## src/ges_ram.sv

```systemverilog
// Generic single-write, single-read RAM with registered read data.
module ges_ram #(
    parameter int WIDTH = 32,
    parameter int DEPTH = 72
) (
    input  logic                     i_clk,
    input  logic                     i_we,
    input  logic [$clog2(DEPTH)-1:0] i_waddr,
    input  logic [WIDTH-1:0]         i_wdata,
    input  logic [$clog2(DEPTH)-1:0] i_raddr,
    output logic [WIDTH-1:0]         o_rdata
);
    logic [WIDTH-1:0] r_mem [DEPTH];

    always_ff @(posedge i_clk) begin
        if (i_we) begin
            r_mem[i_waddr] <= i_wdata;
        end
        o_rdata <= r_mem[i_raddr];
    end
endmodule

```

## config.mk

```make
export PLATFORM = sky130hd
export DESIGN_NAME = ges_ram
export DESIGN_NICKNAME = d
export VERILOG_FILES = /design/src/ges_ram.sv
export SDC_FILE = /design/constraint.sdc
export NUM_CORES = 2
export LEC_CHECK = 0
export ABC_AREA = 1
export BUFFER_PORTS_ARGS = -buffer_cell sky130_fd_sc_hd__buf_2
export CAP_MARGIN = 10
export CORE_MARGIN = 2
export CORE_UTILIZATION = 40
export CTS_CLUSTER_DIAMETER = 150
export DETAILED_ROUTE_END_ITERATION = 16
export SLEW_MARGIN = 20
export SYNTH_ARGS = -nofsm -noshare
export SYNTH_HDL_FRONTEND = slang
export SYNTH_SLANG_ARGS = --single-unit
export TNS_END_PERCENT = 5
```

## constraint.sdc

```tcl
create_clock -name i_clk -period 10.4 [get_ports i_clk]
set_clock_uncertainty 0.15 [all_clocks]
set_input_delay 2.08 -clock i_clk [delete_from_list [all_inputs] [get_ports i_clk]]
set_output_delay 2.08 -clock i_clk [all_outputs]
set_load 0.02 [all_outputs]
```

* Word level (Yosys, flattened, before mapping)
Memories as Yosys holds them, arrays and structs flattened. A register that Yosys moved wholly into a read port is not among the register bits.
Index checks and enable logic that the tools add are counted.
** Operators by class
- Mux-type cells :: 2
** Operators with widths (count)
- $mux 1 :: 2
** Word-level totals
- Flip-flop bits (word level) :: 0
- Bits in writable memories :: 2304
- Input port bits :: 48
- Memories :: 1
** Memory list
- r_mem :: depth 72, width 32, rd ports 1, clocked after memory_dff 1, wr ports 1, line 13 : logic [WIDTH-1:0] r_mem [DEPTH];

* Logic depth before layout (Yosys ltp)
- Depth in word-level cells :: 2
- Depth in mapped cells :: 15

* Worst setup path after synthesis
Ideal clock, no wire load.
- Kind :: input to register
- From :: input port i_we
- To :: memory r_mem[24][0] (enable)
- Setup time :: 0.502 ns
- Data arrival time :: 5.685 ns
- Data required time :: 9.748 ns
- Setup slack :: 4.063 ns
- Cell stages on the path :: 3
- Buffers on the path :: 1
- Cells stage by stage :: clkbuf_1 -> nand3_1 -> nor4_1
** Between the ends
- Word-level cells in the longest chain between the ends :: 2
** Ends and longest elaborated chain
- start, declared :: line 7 : input logic i_we,
- $mux 1 :: line 16 : if (i_we) begin
- $mux 1 (not written as such) :: line 17 : r_mem[i_waddr] <= i_wdata;
- end, declared :: line 13
No other way between the ends.

==> flow_summary.json <==
{
  "status": "completed",
  "first_iter_violations": 7853,
  "postLayoutCoreUtil": 0.451,
  "ant_nets": 0,
  "synth-seq-cells": 2336,
  "synth_area_leaders": "edfxtp_1, nand2_1, nand3_1",
  "htreeDepth": 4,
  "maxSlewHeadroom": 0.192,
  "wirelength_mm": 282,
  "nNetsFinal": 7762,
  "grt_remaining_overflow": 0,
  "post-route-drc-count": 0,
  "end_kind": "register",
  "avgViaCountPerCell": 5.52,
  "post_cts_buffers": 0,
  "p_per_area_nw_per_um2": 191,
  "syn_avg_cell_area_um2": 12.1,
  "grt_pass1_vias": 57417,
  "syn_nets": 7791,
  "yosysMostFrequentCell": "nand2_1",
  "hp-class": "reg2reg",
  "finalSetupViolations": 0,
  "ys_async_sr_fraction": 0,
  "hold-worst-slack_ns": 0.534,
  "max-cap-violations": 0,
  "rsz0062_at_grt": "no",
  "clock_latency_ns": 0.92,
  "timing.rr.start": "r_mem[33][22]",
  "cp-start-kind": "input port",
  "coreArea_um2": 233000,
  "die-area_um2": 238000,
  "yosys.area.top_type": "edfxtp_1",
  "cts_root_buffer": "clkbuf_16",
  "synth_cells": 7743,
  "met1Wirelength_mm": 114,
  "critical_path_arrival_ns": 6.06,
  "grt_max_degree": 250,
  "cts_buffers": 230,
  "hold_viol_final": 0,
  "placed_cells": 10613,
  "min_from": "r_mem[68][21]",
  "ioPinCount": 80,
  "dr.pass1.iters": 6,
  "initial_core_util": 0.403,
  "critPathLaunch": "i_raddr[0]",
  "cts_resized": 0,
  "synthTopCellsByCount": "nand2_1, edfxtp_1, nand3_1",
  "tightest_slew_ns": 1.21,
  "synth_edf_count": 2304,
  "antenna_found_initial": 24,
  "place_hpwl_mm": 145,
  "yosysWarnings": 0,
  "place_congestion": 0.824,
  "clk_path_buf_depth": 3,
  "io_buffers": 79,
  "fmax_ghz": 0.185,
  "avgRoutedWirePerCell_um": 25.5,
  "met2_length_mm": 133,
  "grtUsageTotal": 0.233,
  "crit_type": "in2reg",
  "synthesis.area_um2": 93800,
  "vdd_drop_max_mv": 0.201,
  "synthToLayoutAreaGrowth_pct": 11.8,
  "synth_top_cell_area_share": 0.738,
  "drive_gt1_frac": 0.0825,
  "min_period_ns": 5.41,
  "final_area_um2": 105000,
  "dr_total_vias": 61016,
  "clock_sinks": 2336,
  "setup_slack_ns": 4.99,
  "die_y_um": 488,
  "clk_pin_slew_worst_paths_ns": 0.06,
  "row_count": 177,
  "fin_cells": 11054,
  "fin_crit_sh": 0.520,
  "yosysSeqAreaShare": 0.745,
  "p_total_mw": 20.1,
  "power.leakage_nw": 36.8,
  "die_w_um": 488,
  "setup_tns_ns": 0,
  "grt_pass1_wl_mm": 407,
  "pre_cts_ws_ns": 4.39,
  "synthFlopType": "edfxtp_1",
  "tritoncts": "done",
  "crit_required_ns": 11.05,
  "crit_fanout": 156,
  "slew_viol_final": 0,
  "wl_met3_mm": 25.4,
  "placed_cell_area_um2": 97200,
  "synth.distinct_cells": 24,
  "routed.top_layer": "met5",
  "cts_hold_buf": 0
}
-- where the power goes --
group,leakage [nW],internal (mW),total [mW],switching [mW]
clock,3.72,4.75,8.39,3.63
sequential,21.0,10.4,10.4,0.0300
combinational,12.1,0.269,1.27,0.997
total,36.8,15.4,20.1,4.66
-- state kept, by name, summed over array words and instances (netlist names) --
signal and flops:
r_mem 2304, o_rdata 32
-- logic make-up after synthesis --
family          share of synthesized area
simple gates                        0.209
compound gates                     0.0148
buf+inv                            0.0313
flops                               0.745
-- final timing paths --
kind,to,slack [ns],depth (start not counted)
setup / recovery,o_rdata[11],4.99,10
hold reg to reg,o_rdata[21],0.53,4
hold / removal,o_rdata[21],0.53,4
setup reg to reg,o_rdata[22],8.18,10
-- metal layers --
layer / global-route usage / up-vias
li1: - / 27339
met1: 0.318 / 30314
met2: 0.375 / 2909
met3: 0.0408 / 434
met4: 0.0832 / 20
met5: 0 / -
-- cell usage in the layout, fill, tap and decap left out, drive strengths merged --
master and instances:
clkinv 106, nand2 2754, nor2 196, nor4 6
buf 243, edfxtp 2304, o21ai 138, inv 20
nor3 4, clkbuf 296, nand4 6, clkinvlp 7
o21bai 10, dfxtp 32, nand3 1687, o22ai 42
o221ai 22, bufinv 22, diode 5, o211ai 22
-- cell type report --
| class | count | area [um^2] |
|---|---|---|
| clock inverters | 139 | 1490 |
| repair buffers | 243 | 1810 |
| multi-input cells | 4887 | 21500 |
| clock buffers | 296 | 6170 |
| well taps | 3132 | 3920 |
| diodes | 5 | 12.5 |
| flip-flops and latches | 2336 | 69800 |
| inverters | 16 | 103 |
| fillers | 20777 | 128000 |
-- critical path, stage by stage --
cell	delay (ns)
buf_8	0.20
inv_16	0.28
buf_16	0.54
buf_4	0.74
buf_4	0.71
o21ai_0	0.16
o22ai_1	0.15
o21ai_0	0.10
o21bai_1	0.45
nand2_1	0.16
Power figures use the tool's default switching activity.
