File: config.mk
export PLATFORM = sky130hd
export DESIGN_NAME = ges_div
export DESIGN_NICKNAME = d
export VERILOG_FILES = /design/src/ges_pkg.sv /design/src/ges_div.sv
export SDC_FILE = /design/constraint.sdc
export NUM_CORES = 1
export LEC_CHECK = 0
export ABC_AREA = 1
export BUFFER_PORTS_ARGS = -buffer_cell sky130_fd_sc_hd__buf_2
export CORE_MARGIN = 5
export CORE_UTILIZATION = 45
export CTS_CLUSTER_SIZE = 16
export DETAILED_ROUTE_END_ITERATION = 8
export GPL_ROUTABILITY_DRIVEN = 0
export MAX_ROUTING_LAYER = met4
export PLACE_DENSITY = 0.74
export SYNTH_ARGS = -nofsm -noshare
export SYNTH_HDL_FRONTEND = slang
export SYNTH_SLANG_ARGS = --single-unit
File: constraint.sdc
create_clock -name i_clk -period 3.05 [get_ports i_clk]
set_input_delay 0.4575 -clock i_clk [delete_from_list [all_inputs] [get_ports i_clk]]
set_output_delay 0.4575 -clock i_clk [all_outputs]
set_load 0.02 [all_outputs]
File: src/ges_pkg.sv
// Shared constants, types and fixed-point helpers for the linear solver.
package ges_pkg;

    localparam int MAX_ORDER = 8;
    localparam int NUM_COLS  = MAX_ORDER + 1;
    localparam int MAT_DEPTH = MAX_ORDER * NUM_COLS;
    localparam int ADDR_W    = $clog2(MAT_DEPTH);
    localparam int ROW_W     = 3;
    localparam int COL_W     = 4;
    localparam int ORD_W     = 4;
    localparam int DATA_W    = 32;
    localparam int MAG_W     = 48;

    localparam logic [COL_W-1:0] RHS_COL = COL_W'(MAX_ORDER);
    localparam logic signed [DATA_W-1:0] Q_MAX = 32'sh7fff_ffff;
    localparam logic signed [DATA_W-1:0] Q_MIN = 32'sh8000_0000;

    typedef logic [ROW_W-1:0]          t_row;
    typedef logic [COL_W-1:0]          t_col;
    typedef logic signed [DATA_W-1:0]  t_q;
    typedef logic [ADDR_W-1:0]         t_addr;

    // Sign plus magnitude back to a saturated Q16.16 word.
    function automatic t_q sat_mag(input logic neg, input logic [MAG_W-1:0] mag);
        t_q res;
        if (neg) begin
            if (mag > MAG_W'(33'h0_8000_0000)) res = Q_MIN;
            else res = t_q'(-$signed({1'b0, mag[DATA_W-1:0]}));
        end else begin
            if (mag > MAG_W'(32'h7fff_ffff)) res = Q_MAX;
            else res = t_q'(mag[DATA_W-1:0]);
        end
        return res;
    endfunction

    // Full product to Q16.16, truncated toward zero.
    function automatic t_q q_scale(input logic signed [2*DATA_W-1:0] p);
        logic [2*DATA_W-1:0] mag;
        mag = p[2*DATA_W-1] ? (2*DATA_W)'(-p) : p;
        return sat_mag(p[2*DATA_W-1], mag[MAG_W+15:16]);
    endfunction

    function automatic t_q q_sub(input t_q a, input t_q b);
        logic signed [DATA_W:0] d;
        t_q res;
        d = {a[DATA_W-1], a} - {b[DATA_W-1], b};
        if (d > $signed({1'b0, Q_MAX})) res = Q_MAX;
        else if (d < $signed({1'b1, Q_MIN})) res = Q_MIN;
        else res = d[DATA_W-1:0];
        return res;
    endfunction

endpackage

File: src/ges_div.sv
// Restoring divider: (a * 2^16) / b, truncated toward zero, saturated; one bit a cycle.
module ges_div (
    input  logic        i_clk,
    input  logic        i_rst_n,
    input  logic        i_start,
    input  ges_pkg::t_q i_a,
    input  ges_pkg::t_q i_b,
    output logic        o_done,
    output ges_pkg::t_q o_q
);
    localparam int MW = ges_pkg::MAG_W;
    localparam int DW = ges_pkg::DATA_W;

    logic               r_busy;
    logic [5:0]         r_cnt;
    logic [MW-1:0]      r_dvd;
    logic [DW:0]        r_rem;
    logic [DW-1:0]      r_dvs;
    logic               r_neg;
    logic               r_zero;
    logic [DW:0]        rem_sh;
    logic [DW:0]        rem_sub;
    logic [DW-1:0]      a_mag;
    logic [DW-1:0]      b_mag;

    assign a_mag   = i_a[DW-1] ? DW'(-i_a) : i_a;
    assign b_mag   = i_b[DW-1] ? DW'(-i_b) : i_b;
    assign rem_sh  = {r_rem[DW-1:0], r_dvd[MW-1]};
    assign rem_sub = rem_sh - {1'b0, r_dvs};

    always_ff @(posedge i_clk) begin
        if (!i_rst_n) begin
            r_busy <= 1'b0;
            o_done <= 1'b0;
        end else begin
            o_done <= 1'b0;
            if (i_start) begin
                r_busy <= 1'b1;
                r_cnt  <= 6'(MW);
                r_dvd  <= {a_mag, 16'b0};
                r_rem  <= '0;
                r_dvs  <= b_mag;
                r_neg  <= i_a[DW-1] ^ i_b[DW-1];
                r_zero <= (i_b == '0);
            end else if (r_busy) begin
                // quotient bits shift in at the bottom of the dividend register
                if (!rem_sub[DW]) begin
                    r_rem <= rem_sub;
                    r_dvd <= {r_dvd[MW-2:0], 1'b1};
                end else begin
                    r_rem <= rem_sh;
                    r_dvd <= {r_dvd[MW-2:0], 1'b0};
                end
                r_cnt <= r_cnt - 6'd1;
                if (r_cnt == 6'd1) begin
                    r_busy <= 1'b0;
                    o_done <= 1'b1;
                end
            end
        end
    end

    assign o_q = r_zero ? '0 : ges_pkg::sat_mag(r_neg, r_dvd);
endmodule

---- Word level (Yosys, flattened, before mapping) ----
Index checks and enable logic that the tools add are counted.
operators by class
  equal/unequal tests ..................... 1
  $lt $le $gt $ge ......................... 2
  reductions and logical operators ........ 5
  bitwise gates (word level) .............. 3
  add/subtract/negate cells ............... 5
  multiplexer cells ....................... 16
operators by type and width
  operator                                                                number
  32-bit 2-to-1 mux                                                       7
  48-bit 2-to-1 mux                                                       2
  32-bit negation                                                         3
  48-bit by 31-bit > comparator with 1-bit output, second input constant  1
  48-bit by 32-bit > comparator with 1-bit output, second input constant  1
  33-bit by 32-bit subtractor with 33-bit output                          1
  32-bit logical NOT                                                      1
  31-bit 2-to-1 mux                                                       1
  6-bit by 1-bit equality test with 1-bit output, second input constant   1
  6-bit 2-to-1 mux                                                        1
  6-bit by 1-bit subtractor with 6-bit output, second input constant      1
  1-bit 2-to-1 mux                                                        5
  2-bit AND reduction                                                     2
  3-bit OR reduction                                                      1
  1-bit NOT                                                               2
  2-bit nonzero test                                                      1
  1-bit XOR                                                               1
storage, ports and cells
  input port bits ......................... 67
  output and inout port bits .............. 33
  flip-flop bits (word level) ............. 122
  logic and storage cells ................. 42

---- Logic depth before layout (Yosys ltp) ----
  word-level depth ........................ 4
  gate-level depth with buffers ........... 18

---- Worst setup path before layout ----
No wires, ideal clock.
  kind .................................... input -> register
  from .................................... input port i_start
  to ...................................... register r_cnt[0], enable pin
  library setup time ...................... 0.448 ns
  arrival ................................. 2.617 ns
  stages on the path ...................... 3
  buffers on the path ..................... 1
  setup slack ............................. -0.015 ns
  cell sequence ........................... clkbuf_1 > nand2_1 > nand2_1
between the ends
  longest elaborated chain between the ends .. 2
ends and longest elaborated chain
  what                                  RTL line       RTL
  start: declaration                    ges_div.sv:5   input logic i_start,
  2-bit nonzero test (no source line)   --
  2-bit AND reduction (no source line)  --
  end signal: assignment                ges_div.sv:39  r_cnt <= 6'(MW);
  end signal: assignment                ges_div.sv:54  r_cnt <= r_cnt - 6'd1;
  end: declaration                      ges_div.sv:15  logic [5:0] r_cnt;
No other way between the ends.
A chain may end at the register's enable or synchronous reset.

---- Final worst setup path ----
  from .................................... register r_dvd[0]
  to ...................................... output port o_q[26]
between the ends
  longest elaborated chain between the ends .. 4
  elaborated cells between the ends (all ways) .. 7
  classes of those cells .................. add/sub (1); order compare (2); mux (4)
ends and longest elaborated chain
  what                                                                     RTL line                      RTL
  start: declaration                                                       ges_div.sv:16                 logic [MW-1:0] r_dvd;
  start signal: assignment                                                 ges_div.sv:40                 r_dvd <= {a_mag, 16'b0};
  start signal: assignment                                                 ges_div.sv:49                 r_dvd <= {r_dvd[MW-2:0], 1'b1};
  start signal: assignment                                                 ges_div.sv:52                 r_dvd <= {r_dvd[MW-2:0], 1'b0};
  48-bit by 31-bit > comparator with 1-bit output (tied with other cells)  ges_pkg.sv:30                 if (mag > MAG_W'(32'h7fff_ffff)) res = Q_MAX;
  32-bit 2-to-1 mux, on equally long branches                              ges_pkg.sv:30, ges_pkg.sv:27
  32-bit 2-to-1 mux (*)                                                    ges_pkg.sv:26                 if (neg) begin
  32-bit 2-to-1 mux (*)                                                    ges_div.sv:63                 assign o_q = r_zero ? '0 : ges_pkg::sat_mag(r_neg, r_dvd);
  end: declaration                                                         ges_div.sv:9                  output ges_pkg::t_q o_q
Mark *: on every way between the ends. The rest lies on a longest branch, timed or not.

==> flow_summary.json <==
{
  "clock_skew_ns": 0.00973,
  "required_ns": 2.59,
  "synth_nets": 1715,
  "postRouteAntennaNets": 0,
  "fin_crit_sh_pct": 94.8,
  "cp_slowest_cell": "edfxtp_1",
  "fin_cells": 2046,
  "die_y_um": 165,
  "hp-class": "in2reg",
  "grt_max_degree": 45,
  "drt_pass1_iterations": 7,
  "grt-ovfl-total": 0,
  "cpLargestDelayFamily": "simple AND/OR/NAND/NOR gates",
  "grt_usage_pct": 22.0,
  "path_common_cell": "nor2_1",
  "cpPeakStageDelay_ns": 0.42,
  "power_switching_share_pct": 35.2,
  "syn_area_um2": 10800,
  "synth_top_cell_by_area": "edfxtp_1",
  "layout_min_cycle_time_ns": 2.89,
  "total_power_mw": 6.71,
  "p_leak_nw": 6.19,
  "clock_power_share_pct": 33.9,
  "final_nets": 1811,
  "cp_cell_sequence": "inv_2, ha_1, nand3_4, nor2_4, nand3_1, nor2_1, and3_1, nor3_1, nor2_1, buf_2",
  "rsz0062_at_grt": "false",
  "slew_violations": 0,
  "synthFlopType": "edfxtp_1",
  "ys_ff_latch": 122,
  "grt_pass1_wl_um": 47000,
  "holdWs_ns": 0.308,
  "pwr-share-seq_pct": 33.2,
  "crit_buf_inv": 2,
  "fmax_mhz": 346,
  "crit_type": "reg2out",
  "power_frac_comb_pct": 32.9,
  "ys_async_sr_fraction_pct": 0,
  "grt_pass1_vias": 9941,
  "synth_area_leaders": "edfxtp_1 (33%), nand2_1 (16%), inv_1 (8.9%)",
  "outcome": "finished clean",
  "final_layout_size_suffix_gt1_share_pct": 14.4,
  "vias_per_cell": 5.13,
  "root_buffer": "clkbuf_16",
  "cts-buffers-inserted": 17,
  "die_w_um": 165,
  "post-place-ws_ns": 0.244,
  "drv_cap": 0,
  "fin_setup_tns_ns": 0,
  "critPathMaxFanout": 5,
  "cp.arrival_ns": 2.43,
  "cts_tree": "yes",
  "dpl_cell_area_um2": 11600,
  "final_cell_area_um2": 12400,
  "vias": 10500,
  "die_area_um2": 27300,
  "worstSkewPairLatency_ns": 0.42,
  "routedWlPerCell_um": 14.1,
  "syn_to_final_growth_pct": 14.3,
  "synth_top_area_share_pct": 33.3,
  "slew_headroom_pct": 63.1,
  "worst_setup_path_end_kind": "primary output",
  "yosysUniqueCellTypes": 44,
  "ir_drop_uv": 406,
  "syn_inst": 1610,
  "p_int_mw": 4.35,
  "place_hpwl_um": 22600,
  "antenna_found_initial": 8,
  "dp.cells": 2005,
  "path_clk_slew_ns": 0.05,
  "hold_viol_final": 0,
  "setup_viol": 0,
  "io_pins": 100,
  "tightest_slew_ns": 0.553,
  "fin_util_pct": 52.4,
  "synth-edff-count": 120,
  "numPortBuffers": 99,
  "powerDensity_nw_per_um2": 543,
  "h-tree-depth": 4,
  "cts_sinks": 122,
  "drtIter0Drc": 758,
  "p_sw_mw": 2.36,
  "crit_path_start_kind": "flip-flop",
  "fill_cells": 2305,
  "drc": 0,
  "yosysSeqAreaShare_pct": 33.7,
  "row_count": 56,
  "initial_core_util_pct": 45.8,
  "wl_um": 28800,
  "yosysWarnings": 0,
  "syn_avg_cell_area_um2": 6.72,
  "clock_path_buffers": 2,
  "setup_ws_ns": 0.160,
  "coreArea_um2": 23600
}
-- layout by cell type, fill, tap and decap left out, drive strengths merged, types with 37 or more instances in the layout --
| master | Yosys | routed |
|---|---|---|
| nand2 | 489 | 489 |
| ha | 37 | 37 |
| o21ai | 62 | 62 |
| nor2 | 268 | 268 |
| xor2 | 58 | 58 |
| buf | 13 | 112 |
| nand3 | 97 | 97 |
| a21oi | 47 | 47 |
| inv | 270 | 271 |
| edfxtp | 120 | 120 |
-- logic make-up after synthesis --
kind of cell	count (synthesis)	synth area share (%)
compound gates	140	7.14
buf+inv	307	11.3
fa+ha+maj	38	4.46
xor+xnor	68	5.50
flops	122	33.7
simple gates	935	37.9
-- worst reg2reg max path, cell delays in order, from the launching register on --
cell and delay, ns:
edfxtp_1 0.31, inv_1 0.08, ha_1 0.23, fa_1 0.42, inv_1 0.10, nand2_1 0.07
nand2_1 0.12, nand3_2 0.11, nand2_4 0.11, nand2_4 0.05, nand2_4 0.07, nand2_4 0.07
nand2_4 0.06, nand2_2 0.06, nand2_4 0.40, nand2_2 0.10, nand2_1 0.09, nor2_2 0.03
-- worst paths after layout --
| kind | slack, ns | depth (start not counted) | end | start |
|---|---|---|---|---|
| worst min-delay path | 0.31 | 1 | r_dvs[0] | i_b[0] |
| worst max register to register | 0.33 | 17 | r_rem[4] | r_dvd[47] |
| worst min register to register | 0.51 | 2 | o_done | r_busy |
| worst max-delay path | 0.16 | 10 | o_q[26] | r_dvd[0] |
-- synthesized netlist by cell type, drive strengths merged (13+ instances only) --
cell / instances
o21ai: 62
a21oi: 47
nand4: 28
xor2: 58
nor3: 30
ha: 37
edfxtp: 120
inv: 270
nor2: 268
clkbuf: 22
buf: 13
nand2: 489
nand3: 97
-- layer usage --
| layer | share of wire (%) | global-route usage (%) | vias up | wire length [um] |
|---|---|---|---|---|
| met5 | 0 | - | - | 0 |
| met4 | 2.8 | 8.13 | 0 | 809 |
| met3 | 6.3 | 4.10 | 63 | 1830 |
| met2 | 48 | 35.7 | 351 | 13700 |
| met1 | 43 | 27.5 | 4771 | 12500 |
| li1 | - | - | 5309 | - |
-- sequential cells by signal (all words and copies together) (netlist names) --
signal  count
o_done      1
r_busy      1
r_cnt       6
r_dvd      48
r_dvs      32
r_neg       1
r_rem      32
r_zero      1
-- power by group through the flow --
| stage | sequential (mW) | combinational, mW | clock (mW) |
|---|---|---|---|
| after floorplan | 2.21 | 1.75 | 0 |
| after global placement | 2.25 | 2.13 | 0 |
| after detailed placement | 2.26 | 2.17 | 0 |
| after CTS | 2.23 | 2.18 | 2.31 |
| after global routing | 2.25 | 2.50 | 2.38 |
| final | 2.23 | 2.21 | 2.28 |
-- repair_timing --
item	4_1_cts	5_1_grt
setup endpoints to repair	14	33
cloned	0	0
hold buffers	0	0
pin swaps	0	1
gates resized for setup	1	9
setup buffers	0	1
-- layout make-up --
class / instances / area (um^2) / area share, %
inverters: 272 / 1020 / 8.25
multi-input cells: 1181 / 6010 / 48.5
flip-flops and latches: 122 / 3640 / 29.4
clock inverters: 10 / 189 / 1.53
well taps: 319 / 399 / 3.23
repair buffers: 112 / 621 / 5.02
diodes: 8 / 20.0 / 0.162
clock buffers: 22 / 474 / 3.83
No activity file was read; power rests on OpenSTA's default activity.
